[src/sv/yqb_pkg.sv]
// Package: shared types and constants of the YUV quad to BGR converter.
`default_nettype none

package yqb_pkg;

	// Field widths and pixel counts
	localparam int unsigned PIX_W    = 8;
	localparam int unsigned NUM_PIX  = 4;
	localparam int unsigned NUM_CH   = 3;
	localparam int unsigned NUM_OUT  = NUM_PIX * NUM_CH;
	localparam int unsigned DIFF_W   = PIX_W + 1;
	localparam int unsigned PROD_W   = 18;
	localparam int unsigned SUM_W    = 20;
	localparam int unsigned FRAC_W   = 8;

	// Channel positions within one pixel
	localparam int unsigned CH_BLUE  = 0;
	localparam int unsigned CH_GREEN = 1;
	localparam int unsigned CH_RED   = 2;

	// BT.601 offsets and coefficients
	localparam logic signed [DIFF_W-1:0] LUMA_OFFSET   = 9'sd16;
	localparam logic signed [DIFF_W-1:0] CHROMA_OFFSET = 9'sd128;
	localparam logic signed [10:0]       COEF_Y        = 11'sd298;
	localparam logic signed [10:0]       COEF_RV       = 11'sd409;
	localparam logic signed [10:0]       COEF_GV       = -11'sd208;
	localparam logic signed [10:0]       COEF_GU       = -11'sd100;
	localparam logic signed [10:0]       COEF_BU       = 11'sd517;

	localparam logic [PIX_W-1:0] PIX_MAX = '1;

	typedef logic [PIX_W-1:0]         pix_t;
	typedef logic signed [PROD_W-1:0] prod_t;
	typedef logic signed [SUM_W-1:0]  sum_t;

	// One accepted input item
	typedef struct packed {
		pix_t [NUM_PIX-1:0] luma;
		pix_t               u;
		pix_t               v;
	} yuv_t;

	// Products held after the multiply stage
	typedef struct packed {
		prod_t [NUM_PIX-1:0] yterm;
		prod_t               blue_u;
		prod_t               green_v;
		prod_t               green_u;
		prod_t               red_v;
	} prod_set_t;

	// Unclamped channel sums, index pixel*NUM_CH + channel
	typedef struct packed {
		sum_t [NUM_OUT-1:0] ch;
	} sum_set_t;

	// Clamped output channels, same indexing
	typedef struct packed {
		pix_t [NUM_OUT-1:0] ch;
	} bgr_t;

endpackage

`default_nettype wire

[src/sv/yqb_yuv_if.sv]
// Interface: input channel carrying one 2x2 luma group and its chroma pair.
`default_nettype none

interface yqb_yuv_if;
	logic       valid;
	logic       ready;
	logic [7:0] luma_top_left;
	logic [7:0] luma_top_right;
	logic [7:0] luma_bottom_left;
	logic [7:0] luma_bottom_right;
	logic [7:0] chroma_u;
	logic [7:0] chroma_v;

	modport source (
		output valid, luma_top_left, luma_top_right, luma_bottom_left,
		output luma_bottom_right, chroma_u, chroma_v,
		input  ready
	);

	modport sink (
		input  valid, luma_top_left, luma_top_right, luma_bottom_left,
		input  luma_bottom_right, chroma_u, chroma_v,
		output ready
	);
endinterface

`default_nettype wire

[src/sv/yqb_bgr_if.sv]
// Interface: output channel carrying four BGR pixels.
`default_nettype none

interface yqb_bgr_if;
	logic       valid;
	logic       ready;
	logic [7:0] top_left_blue;
	logic [7:0] top_left_green;
	logic [7:0] top_left_red;
	logic [7:0] top_right_blue;
	logic [7:0] top_right_green;
	logic [7:0] top_right_red;
	logic [7:0] bottom_left_blue;
	logic [7:0] bottom_left_green;
	logic [7:0] bottom_left_red;
	logic [7:0] bottom_right_blue;
	logic [7:0] bottom_right_green;
	logic [7:0] bottom_right_red;

	modport source (
		output valid,
		output top_left_blue, top_left_green, top_left_red,
		output top_right_blue, top_right_green, top_right_red,
		output bottom_left_blue, bottom_left_green, bottom_left_red,
		output bottom_right_blue, bottom_right_green, bottom_right_red,
		input  ready
	);

	modport sink (
		input  valid,
		input  top_left_blue, top_left_green, top_left_red,
		input  top_right_blue, top_right_green, top_right_red,
		input  bottom_left_blue, bottom_left_green, bottom_left_red,
		input  bottom_right_blue, bottom_right_green, bottom_right_red,
		output ready
	);
endinterface

`default_nettype wire

[src/sv/yqb_mult.sv]
// Module: first pipeline stage, removes offsets and forms all coefficient products.
`default_nettype none

module yqb_mult
	import yqb_pkg::*;
(
	input  wire logic      clk,
	input  wire logic      arst_n,
	input  wire logic      up_valid,
	output      logic      up_ready,
	input  wire yuv_t      up_data,
	output      logic      dn_valid,
	input  wire logic      dn_ready,
	output      prod_set_t dn_data
);

	logic                     valid_s1;
	prod_set_t                prod_s1;
	prod_set_t                prod_d;
	logic signed [DIFF_W-1:0] u_diff;
	logic signed [DIFF_W-1:0] v_diff;
	logic signed [DIFF_W-1:0] y_diff [NUM_PIX];

	// Take a new transaction when empty or when the next stage drains this one
	assign up_ready = !valid_s1 || dn_ready;

	// Centre the samples and multiply by the fixed coefficients at full product width
	always_comb begin
		u_diff = $signed({1'b0, up_data.u}) - CHROMA_OFFSET;
		v_diff = $signed({1'b0, up_data.v}) - CHROMA_OFFSET;
		for (int p = 0; p < NUM_PIX; p++) begin
			y_diff[p]        = $signed({1'b0, up_data.luma[p]}) - LUMA_OFFSET;
			prod_d.yterm[p]  = PROD_W'(y_diff[p]) * PROD_W'(COEF_Y);
		end
		prod_d.blue_u  = PROD_W'(u_diff) * PROD_W'(COEF_BU);
		prod_d.green_v = PROD_W'(v_diff) * PROD_W'(COEF_GV);
		prod_d.green_u = PROD_W'(u_diff) * PROD_W'(COEF_GU);
		prod_d.red_v   = PROD_W'(v_diff) * PROD_W'(COEF_RV);
	end

	// Advance the valid bit
	always_ff @(posedge clk or negedge arst_n) begin
		if (!arst_n) begin
			valid_s1 <= 1'b0;
		end else if (up_ready) begin
			valid_s1 <= up_valid;
		end
	end

	// Hold products until the next stage takes them
	always_ff @(posedge clk) begin
		if (up_valid && up_ready) begin
			prod_s1 <= prod_d;
		end
	end

	assign dn_valid = valid_s1;
	assign dn_data  = prod_s1;

endmodule

`default_nettype wire

[src/sv/yqb_sum.sv]
// Module: second pipeline stage, adds luma and chroma products per channel.
`default_nettype none

module yqb_sum
	import yqb_pkg::*;
(
	input  wire logic      clk,
	input  wire logic      arst_n,
	input  wire logic      up_valid,
	output      logic      up_ready,
	input  wire prod_set_t up_data,
	output      logic      dn_valid,
	input  wire logic      dn_ready,
	output      sum_set_t  dn_data
);

	logic     valid_s2;
	sum_set_t sum_s2;
	sum_set_t sum_d;

	assign up_ready = !valid_s2 || dn_ready;

	// Form the three channel sums of every pixel
	always_comb begin
		for (int p = 0; p < NUM_PIX; p++) begin
			sum_d.ch[p*NUM_CH + CH_BLUE]  = SUM_W'(up_data.yterm[p]) + SUM_W'(up_data.blue_u);
			sum_d.ch[p*NUM_CH + CH_GREEN] = SUM_W'(up_data.yterm[p])
				+ SUM_W'(up_data.green_v) + SUM_W'(up_data.green_u);
			sum_d.ch[p*NUM_CH + CH_RED]   = SUM_W'(up_data.yterm[p]) + SUM_W'(up_data.red_v);
		end
	end

	always_ff @(posedge clk or negedge arst_n) begin
		if (!arst_n) begin
			valid_s2 <= 1'b0;
		end else if (up_ready) begin
			valid_s2 <= up_valid;
		end
	end

	always_ff @(posedge clk) begin
		if (up_valid && up_ready) begin
			sum_s2 <= sum_d;
		end
	end

	assign dn_valid = valid_s2;
	assign dn_data  = sum_s2;

endmodule

`default_nettype wire

[src/sv/yqb_clamp.sv]
// Module: third pipeline stage, scales sums down and clamps them to eight bits.
`default_nettype none

module yqb_clamp
	import yqb_pkg::*;
(
	input  wire logic     clk,
	input  wire logic     arst_n,
	input  wire logic     up_valid,
	output      logic     up_ready,
	input  wire sum_set_t up_data,
	output      logic     dn_valid,
	input  wire logic     dn_ready,
	output      bgr_t     dn_data
);

	logic valid_s3;
	bgr_t bgr_s3;
	bgr_t bgr_d;

	assign up_ready = !valid_s3 || dn_ready;

	// Drop negative sums to zero, saturate anything at or above 256 after the shift
	always_comb begin
		for (int k = 0; k < NUM_OUT; k++) begin
			if (up_data.ch[k][SUM_W-1]) begin
				bgr_d.ch[k] = '0;
			end else if (|up_data.ch[k][SUM_W-2:FRAC_W+PIX_W]) begin
				bgr_d.ch[k] = PIX_MAX;
			end else begin
				bgr_d.ch[k] = up_data.ch[k][FRAC_W+PIX_W-1:FRAC_W];
			end
		end
	end

	always_ff @(posedge clk or negedge arst_n) begin
		if (!arst_n) begin
			valid_s3 <= 1'b0;
		end else if (up_ready) begin
			valid_s3 <= up_valid;
		end
	end

	always_ff @(posedge clk) begin
		if (up_valid && up_ready) begin
			bgr_s3 <= bgr_d;
		end
	end

	assign dn_valid = valid_s3;
	assign dn_data  = bgr_s3;

endmodule

`default_nettype wire

[src/sv/yuv_quad_to_bgr_converter.sv]
// Top level: YUV 2x2 group with NV12 chroma pair to four BGR pixels, BT.601.
//
// Usage:
//   yuv_in  takes one transaction per 2x2 luma group plus its shared U/V pair.
//   bgr_out presents the four converted pixels, blue/green/red each, clamped
//   to 0..255 with truncation (no rounding term).
//   An accepted input transaction reaches bgr_out.valid through three stages:
//   stage one removes offsets and multiplies, stage two adds the products,
//   stage three shifts and clamps into the output register.
//   Throughput is one transaction per cycle while bgr_out.ready is high.
//   Each stage loads whenever it is empty or its successor takes its contents,
//   so yuv_in.ready is low only when all three stages hold data and the
//   receiver stalls; while bgr_out.ready is low the result is held unchanged
//   and nothing is lost or repeated.
//   Reset (arst_n low) empties all stages at once; data registers are not
//   cleared. The block has no configuration and no state beyond the pipeline.
`default_nettype none

module yuv_quad_to_bgr_converter
	import yqb_pkg::*;
(
	input wire logic clk,
	input wire logic arst_n,
	yqb_yuv_if.sink  yuv_in,
	yqb_bgr_if.source bgr_out
);

	yuv_t      in_data;
	prod_set_t prod_data;
	sum_set_t  sum_data;
	bgr_t      bgr_data;
	logic      s1_valid;
	logic      s1_ready;
	logic      s2_valid;
	logic      s2_ready;

	// Gather the input fields, pixel index 0..3 = TL, TR, BL, BR
	assign in_data.luma[0] = yuv_in.luma_top_left;
	assign in_data.luma[1] = yuv_in.luma_top_right;
	assign in_data.luma[2] = yuv_in.luma_bottom_left;
	assign in_data.luma[3] = yuv_in.luma_bottom_right;
	assign in_data.u       = yuv_in.chroma_u;
	assign in_data.v       = yuv_in.chroma_v;

	yqb_mult u_mult (
		.clk      (clk),
		.arst_n   (arst_n),
		.up_valid (yuv_in.valid),
		.up_ready (yuv_in.ready),
		.up_data  (in_data),
		.dn_valid (s1_valid),
		.dn_ready (s1_ready),
		.dn_data  (prod_data)
	);

	yqb_sum u_sum (
		.clk      (clk),
		.arst_n   (arst_n),
		.up_valid (s1_valid),
		.up_ready (s1_ready),
		.up_data  (prod_data),
		.dn_valid (s2_valid),
		.dn_ready (s2_ready),
		.dn_data  (sum_data)
	);

	yqb_clamp u_clamp (
		.clk      (clk),
		.arst_n   (arst_n),
		.up_valid (s2_valid),
		.up_ready (s2_ready),
		.up_data  (sum_data),
		.dn_valid (bgr_out.valid),
		.dn_ready (bgr_out.ready),
		.dn_data  (bgr_data)
	);

	// Spread the result onto the output fields
	assign bgr_out.top_left_blue      = bgr_data.ch[0*NUM_CH + CH_BLUE];
	assign bgr_out.top_left_green     = bgr_data.ch[0*NUM_CH + CH_GREEN];
	assign bgr_out.top_left_red       = bgr_data.ch[0*NUM_CH + CH_RED];
	assign bgr_out.top_right_blue     = bgr_data.ch[1*NUM_CH + CH_BLUE];
	assign bgr_out.top_right_green    = bgr_data.ch[1*NUM_CH + CH_GREEN];
	assign bgr_out.top_right_red      = bgr_data.ch[1*NUM_CH + CH_RED];
	assign bgr_out.bottom_left_blue   = bgr_data.ch[2*NUM_CH + CH_BLUE];
	assign bgr_out.bottom_left_green  = bgr_data.ch[2*NUM_CH + CH_GREEN];
	assign bgr_out.bottom_left_red    = bgr_data.ch[2*NUM_CH + CH_RED];
	assign bgr_out.bottom_right_blue  = bgr_data.ch[3*NUM_CH + CH_BLUE];
	assign bgr_out.bottom_right_green = bgr_data.ch[3*NUM_CH + CH_GREEN];
	assign bgr_out.bottom_right_red   = bgr_data.ch[3*NUM_CH + CH_RED];

`ifndef NO_ASSERTIONS
	// A free receiver lets every stage advance, so input must be ready
	a_ready_chain: assert property (@(posedge clk) disable iff (!arst_n)
		bgr_out.ready |-> yuv_in.ready)
		else $error("input stalled while receiver was ready");

	// Back-pressure on input only when the whole pipeline is full
	a_full_only: assert property (@(posedge clk) disable iff (!arst_n)
		!yuv_in.ready |-> (s1_valid && s2_valid && bgr_out.valid))
		else $error("input stalled with an empty stage");

	// Without stalls an accepted transaction reaches bgr_out.valid via all stages
	a_latency: assert property (@(posedge clk) disable iff (!arst_n)
		(yuv_in.valid && yuv_in.ready) ##1 bgr_out.ready ##1 bgr_out.ready
		|=> bgr_out.valid)
		else $error("result missing after pipeline latency");
`endif

endmodule

`default_nettype wire

[src/flat_wrapper.sv]
// flat-port wrapper written by rule: the top's interface ports become plain ports
module yuv_quad_to_bgr_converter_flat import yqb_pkg::*;
  (clk, arst_n, yuv_in_valid, yuv_in_luma_top_left, yuv_in_luma_top_right, yuv_in_luma_bottom_left, yuv_in_luma_bottom_right, yuv_in_chroma_u, yuv_in_chroma_v, yuv_in_ready, bgr_out_valid, bgr_out_top_left_blue, bgr_out_top_left_green, bgr_out_top_left_red, bgr_out_top_right_blue, bgr_out_top_right_green, bgr_out_top_right_red, bgr_out_bottom_left_blue, bgr_out_bottom_left_green, bgr_out_bottom_left_red, bgr_out_bottom_right_blue, bgr_out_bottom_right_green, bgr_out_bottom_right_red, bgr_out_ready);
  yqb_yuv_if yuv_in_i ();
  yqb_bgr_if bgr_out_i ();
  input wire logic clk;
  input wire logic arst_n;
  input wire logic [$bits(yuv_in_i.valid)-1:0] yuv_in_valid;
  input wire logic [$bits(yuv_in_i.luma_top_left)-1:0] yuv_in_luma_top_left;
  input wire logic [$bits(yuv_in_i.luma_top_right)-1:0] yuv_in_luma_top_right;
  input wire logic [$bits(yuv_in_i.luma_bottom_left)-1:0] yuv_in_luma_bottom_left;
  input wire logic [$bits(yuv_in_i.luma_bottom_right)-1:0] yuv_in_luma_bottom_right;
  input wire logic [$bits(yuv_in_i.chroma_u)-1:0] yuv_in_chroma_u;
  input wire logic [$bits(yuv_in_i.chroma_v)-1:0] yuv_in_chroma_v;
  output wire logic [$bits(yuv_in_i.ready)-1:0] yuv_in_ready;
  output wire logic [$bits(bgr_out_i.valid)-1:0] bgr_out_valid;
  output wire logic [$bits(bgr_out_i.top_left_blue)-1:0] bgr_out_top_left_blue;
  output wire logic [$bits(bgr_out_i.top_left_green)-1:0] bgr_out_top_left_green;
  output wire logic [$bits(bgr_out_i.top_left_red)-1:0] bgr_out_top_left_red;
  output wire logic [$bits(bgr_out_i.top_right_blue)-1:0] bgr_out_top_right_blue;
  output wire logic [$bits(bgr_out_i.top_right_green)-1:0] bgr_out_top_right_green;
  output wire logic [$bits(bgr_out_i.top_right_red)-1:0] bgr_out_top_right_red;
  output wire logic [$bits(bgr_out_i.bottom_left_blue)-1:0] bgr_out_bottom_left_blue;
  output wire logic [$bits(bgr_out_i.bottom_left_green)-1:0] bgr_out_bottom_left_green;
  output wire logic [$bits(bgr_out_i.bottom_left_red)-1:0] bgr_out_bottom_left_red;
  output wire logic [$bits(bgr_out_i.bottom_right_blue)-1:0] bgr_out_bottom_right_blue;
  output wire logic [$bits(bgr_out_i.bottom_right_green)-1:0] bgr_out_bottom_right_green;
  output wire logic [$bits(bgr_out_i.bottom_right_red)-1:0] bgr_out_bottom_right_red;
  input wire logic [$bits(bgr_out_i.ready)-1:0] bgr_out_ready;
  assign yuv_in_i.valid = yuv_in_valid;
  assign yuv_in_i.luma_top_left = yuv_in_luma_top_left;
  assign yuv_in_i.luma_top_right = yuv_in_luma_top_right;
  assign yuv_in_i.luma_bottom_left = yuv_in_luma_bottom_left;
  assign yuv_in_i.luma_bottom_right = yuv_in_luma_bottom_right;
  assign yuv_in_i.chroma_u = yuv_in_chroma_u;
  assign yuv_in_i.chroma_v = yuv_in_chroma_v;
  assign yuv_in_ready = yuv_in_i.ready;
  assign bgr_out_valid = bgr_out_i.valid;
  assign bgr_out_top_left_blue = bgr_out_i.top_left_blue;
  assign bgr_out_top_left_green = bgr_out_i.top_left_green;
  assign bgr_out_top_left_red = bgr_out_i.top_left_red;
  assign bgr_out_top_right_blue = bgr_out_i.top_right_blue;
  assign bgr_out_top_right_green = bgr_out_i.top_right_green;
  assign bgr_out_top_right_red = bgr_out_i.top_right_red;
  assign bgr_out_bottom_left_blue = bgr_out_i.bottom_left_blue;
  assign bgr_out_bottom_left_green = bgr_out_i.bottom_left_green;
  assign bgr_out_bottom_left_red = bgr_out_i.bottom_left_red;
  assign bgr_out_bottom_right_blue = bgr_out_i.bottom_right_blue;
  assign bgr_out_bottom_right_green = bgr_out_i.bottom_right_green;
  assign bgr_out_bottom_right_red = bgr_out_i.bottom_right_red;
  assign bgr_out_i.ready = bgr_out_ready;
  yuv_quad_to_bgr_converter u_core (.clk(clk), .arst_n(arst_n), .yuv_in(yuv_in_i), .bgr_out(bgr_out_i));
endmodule
[config.mk]
export PLATFORM = sky130hd
export DESIGN_NAME = yuv_quad_to_bgr_converter_flat
export DESIGN_NICKNAME = d
export VERILOG_FILES = /design/src/sv/yqb_pkg.sv /design/src/sv/yqb_yuv_if.sv /design/src/sv/yqb_bgr_if.sv /design/src/sv/yqb_mult.sv /design/src/sv/yqb_sum.sv /design/src/sv/yqb_clamp.sv /design/src/sv/yuv_quad_to_bgr_converter.sv /design/src/flat_wrapper.sv
export SDC_FILE = /design/constraint.sdc
export NUM_CORES = 1
export LEC_CHECK = 0
export ABC_CLOCK_PERIOD_IN_PS = 5200
export BUFFER_PORTS_ARGS = -buffer_cell sky130_fd_sc_hd__buf_2
export CAP_MARGIN = 25
export CELL_PAD_IN_SITES_DETAIL_PLACEMENT = 1
export CELL_PAD_IN_SITES_GLOBAL_PLACEMENT = 2
export CORE_ASPECT_RATIO = 0.75
export CORE_MARGIN = 5
export CORE_UTILIZATION = 43
export DETAILED_ROUTE_END_ITERATION = 10
export PLACE_DENSITY = 0.82
export SLEW_MARGIN = 20
export SYNTH_ARGS = -nofsm -noshare
export SYNTH_HDL_FRONTEND = slang
export SYNTH_SLANG_ARGS = --single-unit
[constraint.sdc]
create_clock -name clk -period 5.2 [get_ports clk]
set_input_delay 0.52 -clock clk [delete_from_list [all_inputs] [get_ports clk]]
set_output_delay 0.52 -clock clk [all_outputs]
set_load 0.005 [all_outputs]
# Word-level counts from Yosys, hierarchy flattened
# Cells that the tools add are included.
[word_totals]
rom_bits = 0
register_bits = 472
mem_bits_rw = 0
memories = 0
output_inout_bits = 98
in_bits = 52
wordCells = 98
latch_bits = 0
[classes]
mul = 8
add_sub_neg = 22
n_bitwise = 0
eq_ne = 0
mux = 12
magnitude_cmp = 0
reduce_logical = 21
n_shift = 0
n_div = 0
[op_table]
columns = ["cell", "n"]
rows = [
  ["adder 18 x 18 -> 19 bit", 12],
  ["two-way mux 8 bit", 12],
  ["adder 19 x 17 -> 20 bit", 4],
  ["multiplier 9 x 9 -> 17 bit (second input constant)", 4],
  ["OR reduction 3 bit", 12],
  ["subtractor 8 x 5 -> 9 bit (second input constant)", 4],
  ["multiplier 9 x 10 -> 18 bit (second input constant)", 1],
  ["multiplier 9 x 11 -> 18 bit (second input constant)", 1],
  ["subtractor 8 x 8 -> 9 bit (second input constant)", 2],
  ["multiplier 9 x 6 -> 15 bit (second input constant)", 1],
  ["multiplier 9 x 5 -> 14 bit (second input constant)", 1],
  ["logical AND 1 bit", 3],
  ["logical NOT 1 bit", 3],
  ["logical OR 1 bit", 3],
]

# Longest topological paths before layout
[logic_depth]
depth_word = 5
depth_mapped = 19
mapped_depth_nobuf = 19

# Cells and area by module
# Synthesis repeated with hierarchy kept, for this count alone.
[unflattened]
hier_cells = 3222
area_unflattened_um2 = 35915.7
[modules_own_cells]
columns = ["module", "area_per_inst_um2", "seq_area_each_um2", "n_inst", "cells_per_inst"]
rows = [
  ["yqb_sum", 18552.8, 6991.7, 1, 1702],
  ["yqb_mult", 13276.5, 3958.8, 1, 1192],
  ["yqb_clamp", 4086.4, 2907.8, 1, 328],
]

# Worst setup path before layout
# No wires, ideal clock.
[synth_timing]
kind = "in2reg"
start = "input port yuv_in_luma_bottom_right[4]"
end = "register u_core.u_mult.prod_s1 (netlist bit u_core.u_mult.dn_data[142]) (data pin)"
setup_ps = 135
t_arrival_ps = 4821
t_required_ps = 5065
slack_ps = 244
stages = 16
cell_sequence = "inv_1 ha_1 nor3b_1 ha_1 ha_1 inv_1 fa_1 fa_1 inv_1 ha_1 o21ai_0 a21boi_0 o21ai_0 a21oi_1 or4_1 nand3_1"
[synth_lines]
columns = ["element", "line_no", "rtl"]
rows = [
  ["from (decl)", "flat_wrapper.sv:12", "input wire logic [$bits(yuv_in_i.luma_bottom_right)-1:0] yuv_in_luma_bottom_right;"],
  ["to (signal assigned)", "yqb_mult.sv:53", "prod_s1 <= prod_d;"],
  ["to (decl)", "yqb_mult.sv:18", "prod_set_t prod_s1;"],
]

==> run metrics <==
status complete, no violations; Mean Syn Cell Area 11.15 sq um; R2R depth 9; clk sinks 366; 1st-iter DRT viols 1,264; hold_buf cts 1; post-DR vias/cell 5.377; Initial Util 43.15%; final hold slack 171.2 ps; Post-CTS Resized 0; Reg2Reg Setup Slack 1560 ps; final hold viol count 0; ys flop type edfxtp_1; final instance area 31,820 sq um; ANT cells 0; Hold Path Origin yuv_in_valid; Leak 0.01437 uW; Slew @ Worst Pin 918.4 ps; Die Y 233.5 um; post-CTS setup buffer count 0; Final ANT Viol Nets 0; sequential area share after synthesis 38.32%; first-pass GRT wire length 120,200 um; grt total ovfl 0; Global Route Usage Sum 21.72%; DRC violations left 0; row count 82; hold crit path type input port to flip-flop; setup TNS 0 ps; Worst Path Max Fanout 5; Min-Delay Path Depth 2; Cell Area, Placed 30,490 sq um; P&R area growth vs syn 11.09%; f_max 0.2223 GHz; Synth warnings 0; Clk Latency, worst-skew pair 570 ps; hold path endpoint u_core.u_mult.dn_valid; startpoint types input port; TritonCTS clock tree done; Root Driver clkbuf_16; clock skew 19.74 ps; vias 19,660; vias in the first global route 20,810; crit path kind input port to flip-flop; Routed WL 77,690 um; hpwl dp 62,880 um; Slew Viols, Final 0; synthesized cell area 28,640 sq um; Post-synth EDFFs 363; Slew HR 37.19%; initial antenna violation count 1; H-tree depth 2; die area 71,920 sq um; crit end category flip-flop; Max stage delay cell, worst path fa_1; CTS max path bufs 3; DR WL/cell 21.25 um; FFs w/ async S/R, synth 0.8197%; Netlist cell types 71; Die Wd 308.0 um; Layout Cells excl Fill 3,657; DP Cell Count 3,582; critical path, cell by cell buf_2 > inv_1 > ha_1 > xor2_1 > ha_1 > ha_1 > ha_1 > inv_1 > fa_1 > inv_1 > ha_1 > a21o_1 > a21oi_1 > o21a_1 > nor3_1 > a2111oi_1 > a21oi_1 > xnor2_1; Mapped Cells 2,568; Routability Congestion 0.9186; Synth Net Count 3,264; share of the clock period used by the worst path 86.53%; max_cap viols 0; Ports 150; CP required 5510 ps; Peak VDD IR 0.2735 mV; Reg2Reg Capture Point u_core.u_sum.dn_data[159]; Final setup viols 0; core area 66,380 sq um; Nets 3,441; RSZ-0062 raised after global routing false; DR pass1 iterations 5; Worst Path Arrival 4810 ps; CTS buffer count 42; pwr dens 630.3 nW/um^2; final-layout fill cell count 7,183; R2R Path Start u_core.u_mult.dn_data[0]; largest net degree at the start of global routing 137; share of layout cells above drive strength 1 9.441%; DP Worst Slack 123.2 ps; Yosys reg bits 366; I/O Buffers 149; CP max stage delay 590 ps; final worst-path setup slack 700.6 ps; shortest period the worst path allows 4499 ps; clock-pin slew on the worst setup and hold paths 60 ps; Most common cell on crit path ha_1
## cell type report
type | instances | area (sq um) | area share (%)
repair buffers | 162 | 855.8 | 2.690
multi-input cells | 1876 | 16450 | 51.70
flip-flops and latches | 366 | 10980 | 34.49
clock buffers | 54 | 1160 | 3.645
well taps | 882 | 1104 | 3.468
inverters | 297 | 1115 | 3.504
clock inverters | 20 | 157.7 | 0.4955
## critical path, delay by kind of cell
family	cells	cell delay [ps]
adders and majority gates	6	1980
AOI/OAI and AO/OA	5	1380
xor gates and xnor gates	2	490
buffers and inverters	4	360
and+or+nand+nor	1	60
## per-stage QoR
stage / util [%] / power (uW)
after CTS: 47.93 / 20070
after detailed placement: 45.93 / 17090
after floorplan: - / 13530
final: 47.93 / 20050
after global routing: 47.93 / 21620
after global placement: 45.92 / 16540
## logic make-up after synthesis
group,count (synthesis),share of synthesized area [%]
adder cells (fa/ha/maj),644,31.67
AND/OR/NAND/NOR,594,9.501
AO/OA/AOI/OAI,425,9.645
flip-flops,366,38.32
buffers and inverters,326,4.272
XOR/XNOR,202,6.177
multiplexers,11,0.4150
## metal layers
layer / up-vias / share of wire, % / GRT usage, %
met5: - / 0.017 / 0
met4: 2 / 2.8 / 5.762
met3: 108 / 5.9 / 3.499
met2: 420 / 43 / 33.23
met1: 9694 / 49 / 32.20
li1: 9439 / - / -
## Yosys cell counts (all sizes together), types with 12 or more instances
master,n,share of area [%]
ha,509,22
edfxtp,363,38
nor2,303,4.0
inv,296,3.9
xnor2,139,4.3
fa,135,9.4
a21oi,134,2.4
o21ai,78,1.4
nand2,76,1.0
a21o,63,1.7
xor2,63,1.9
nor3,44,0.77
nand3,29,0.51
nor2b,26,0.57
o21a,25,0.66
nand2b,18,0.39
clkbuf,17,0.22
or3,17,0.38
nand4,15,0.33
or2,14,0.31
and2,13,0.28
a2111oi,12,0.37
a211oi,12,0.31
buf,12,0.16
o21bai,12,0.31
## state kept, by name, indices dropped and copies added (netlist names)
signal / flops
u_core.u_clamp.dn_data: 96
u_core.u_clamp.dn_valid: 1
u_core.u_mult.dn_data: 131
u_core.u_mult.dn_valid: 1
u_core.u_sum.dn_data: 136
u_core.u_sum.dn_valid: 1
## how the worst max path moves through the flow
stage,startpoint,end,slack (ps),cells after the start
2_1_floorplan,yuv_in_luma_bottom_right[4],u_core.u_mult.dn_data[142],240,16
3_3_place_gp,yuv_in_luma_top_left[4],u_core.u_mult.dn_data[89],290,18
3_5_place_dp,yuv_in_luma_top_left[4],u_core.u_mult.dn_data[89],120,18
4_1_cts,yuv_in_luma_top_left[4],u_core.u_mult.dn_data[89],720,18
5_1_grt,yuv_in_luma_bottom_left[4],u_core.u_mult.dn_data[125],460,18
6_report,yuv_in_luma_bottom_left[4],u_core.u_mult.dn_data[125],700,18
## power breakdown
part,total (uW),switching [uW],internal (uW)
logic,10900,6330,4560
registers,6290,1100,5200
clock network,2870,1190,1670
total,20100,8620,11400
## layout by cell type, fill, tap and decap left out, types with 26 or more instances in the layout
| master | count |
|---|---|
| edfxtp_1 | 363 |
| buf_2 | 150 |
| ha_1 | 509 |
| a21oi_1 | 131 |
| xor2_1 | 63 |
| clkbuf_16 | 45 |
| nand2_1 | 76 |
| a21o_1 | 63 |
| xnor2_1 | 139 |
| o21ai_0 | 73 |
| nor2b_1 | 26 |
| nand3_1 | 29 |
| fa_1 | 135 |
| nor3_1 | 44 |
| inv_1 | 296 |
| nor2_1 | 303 |
Note: power is estimated with default switching activity, not from simulation.
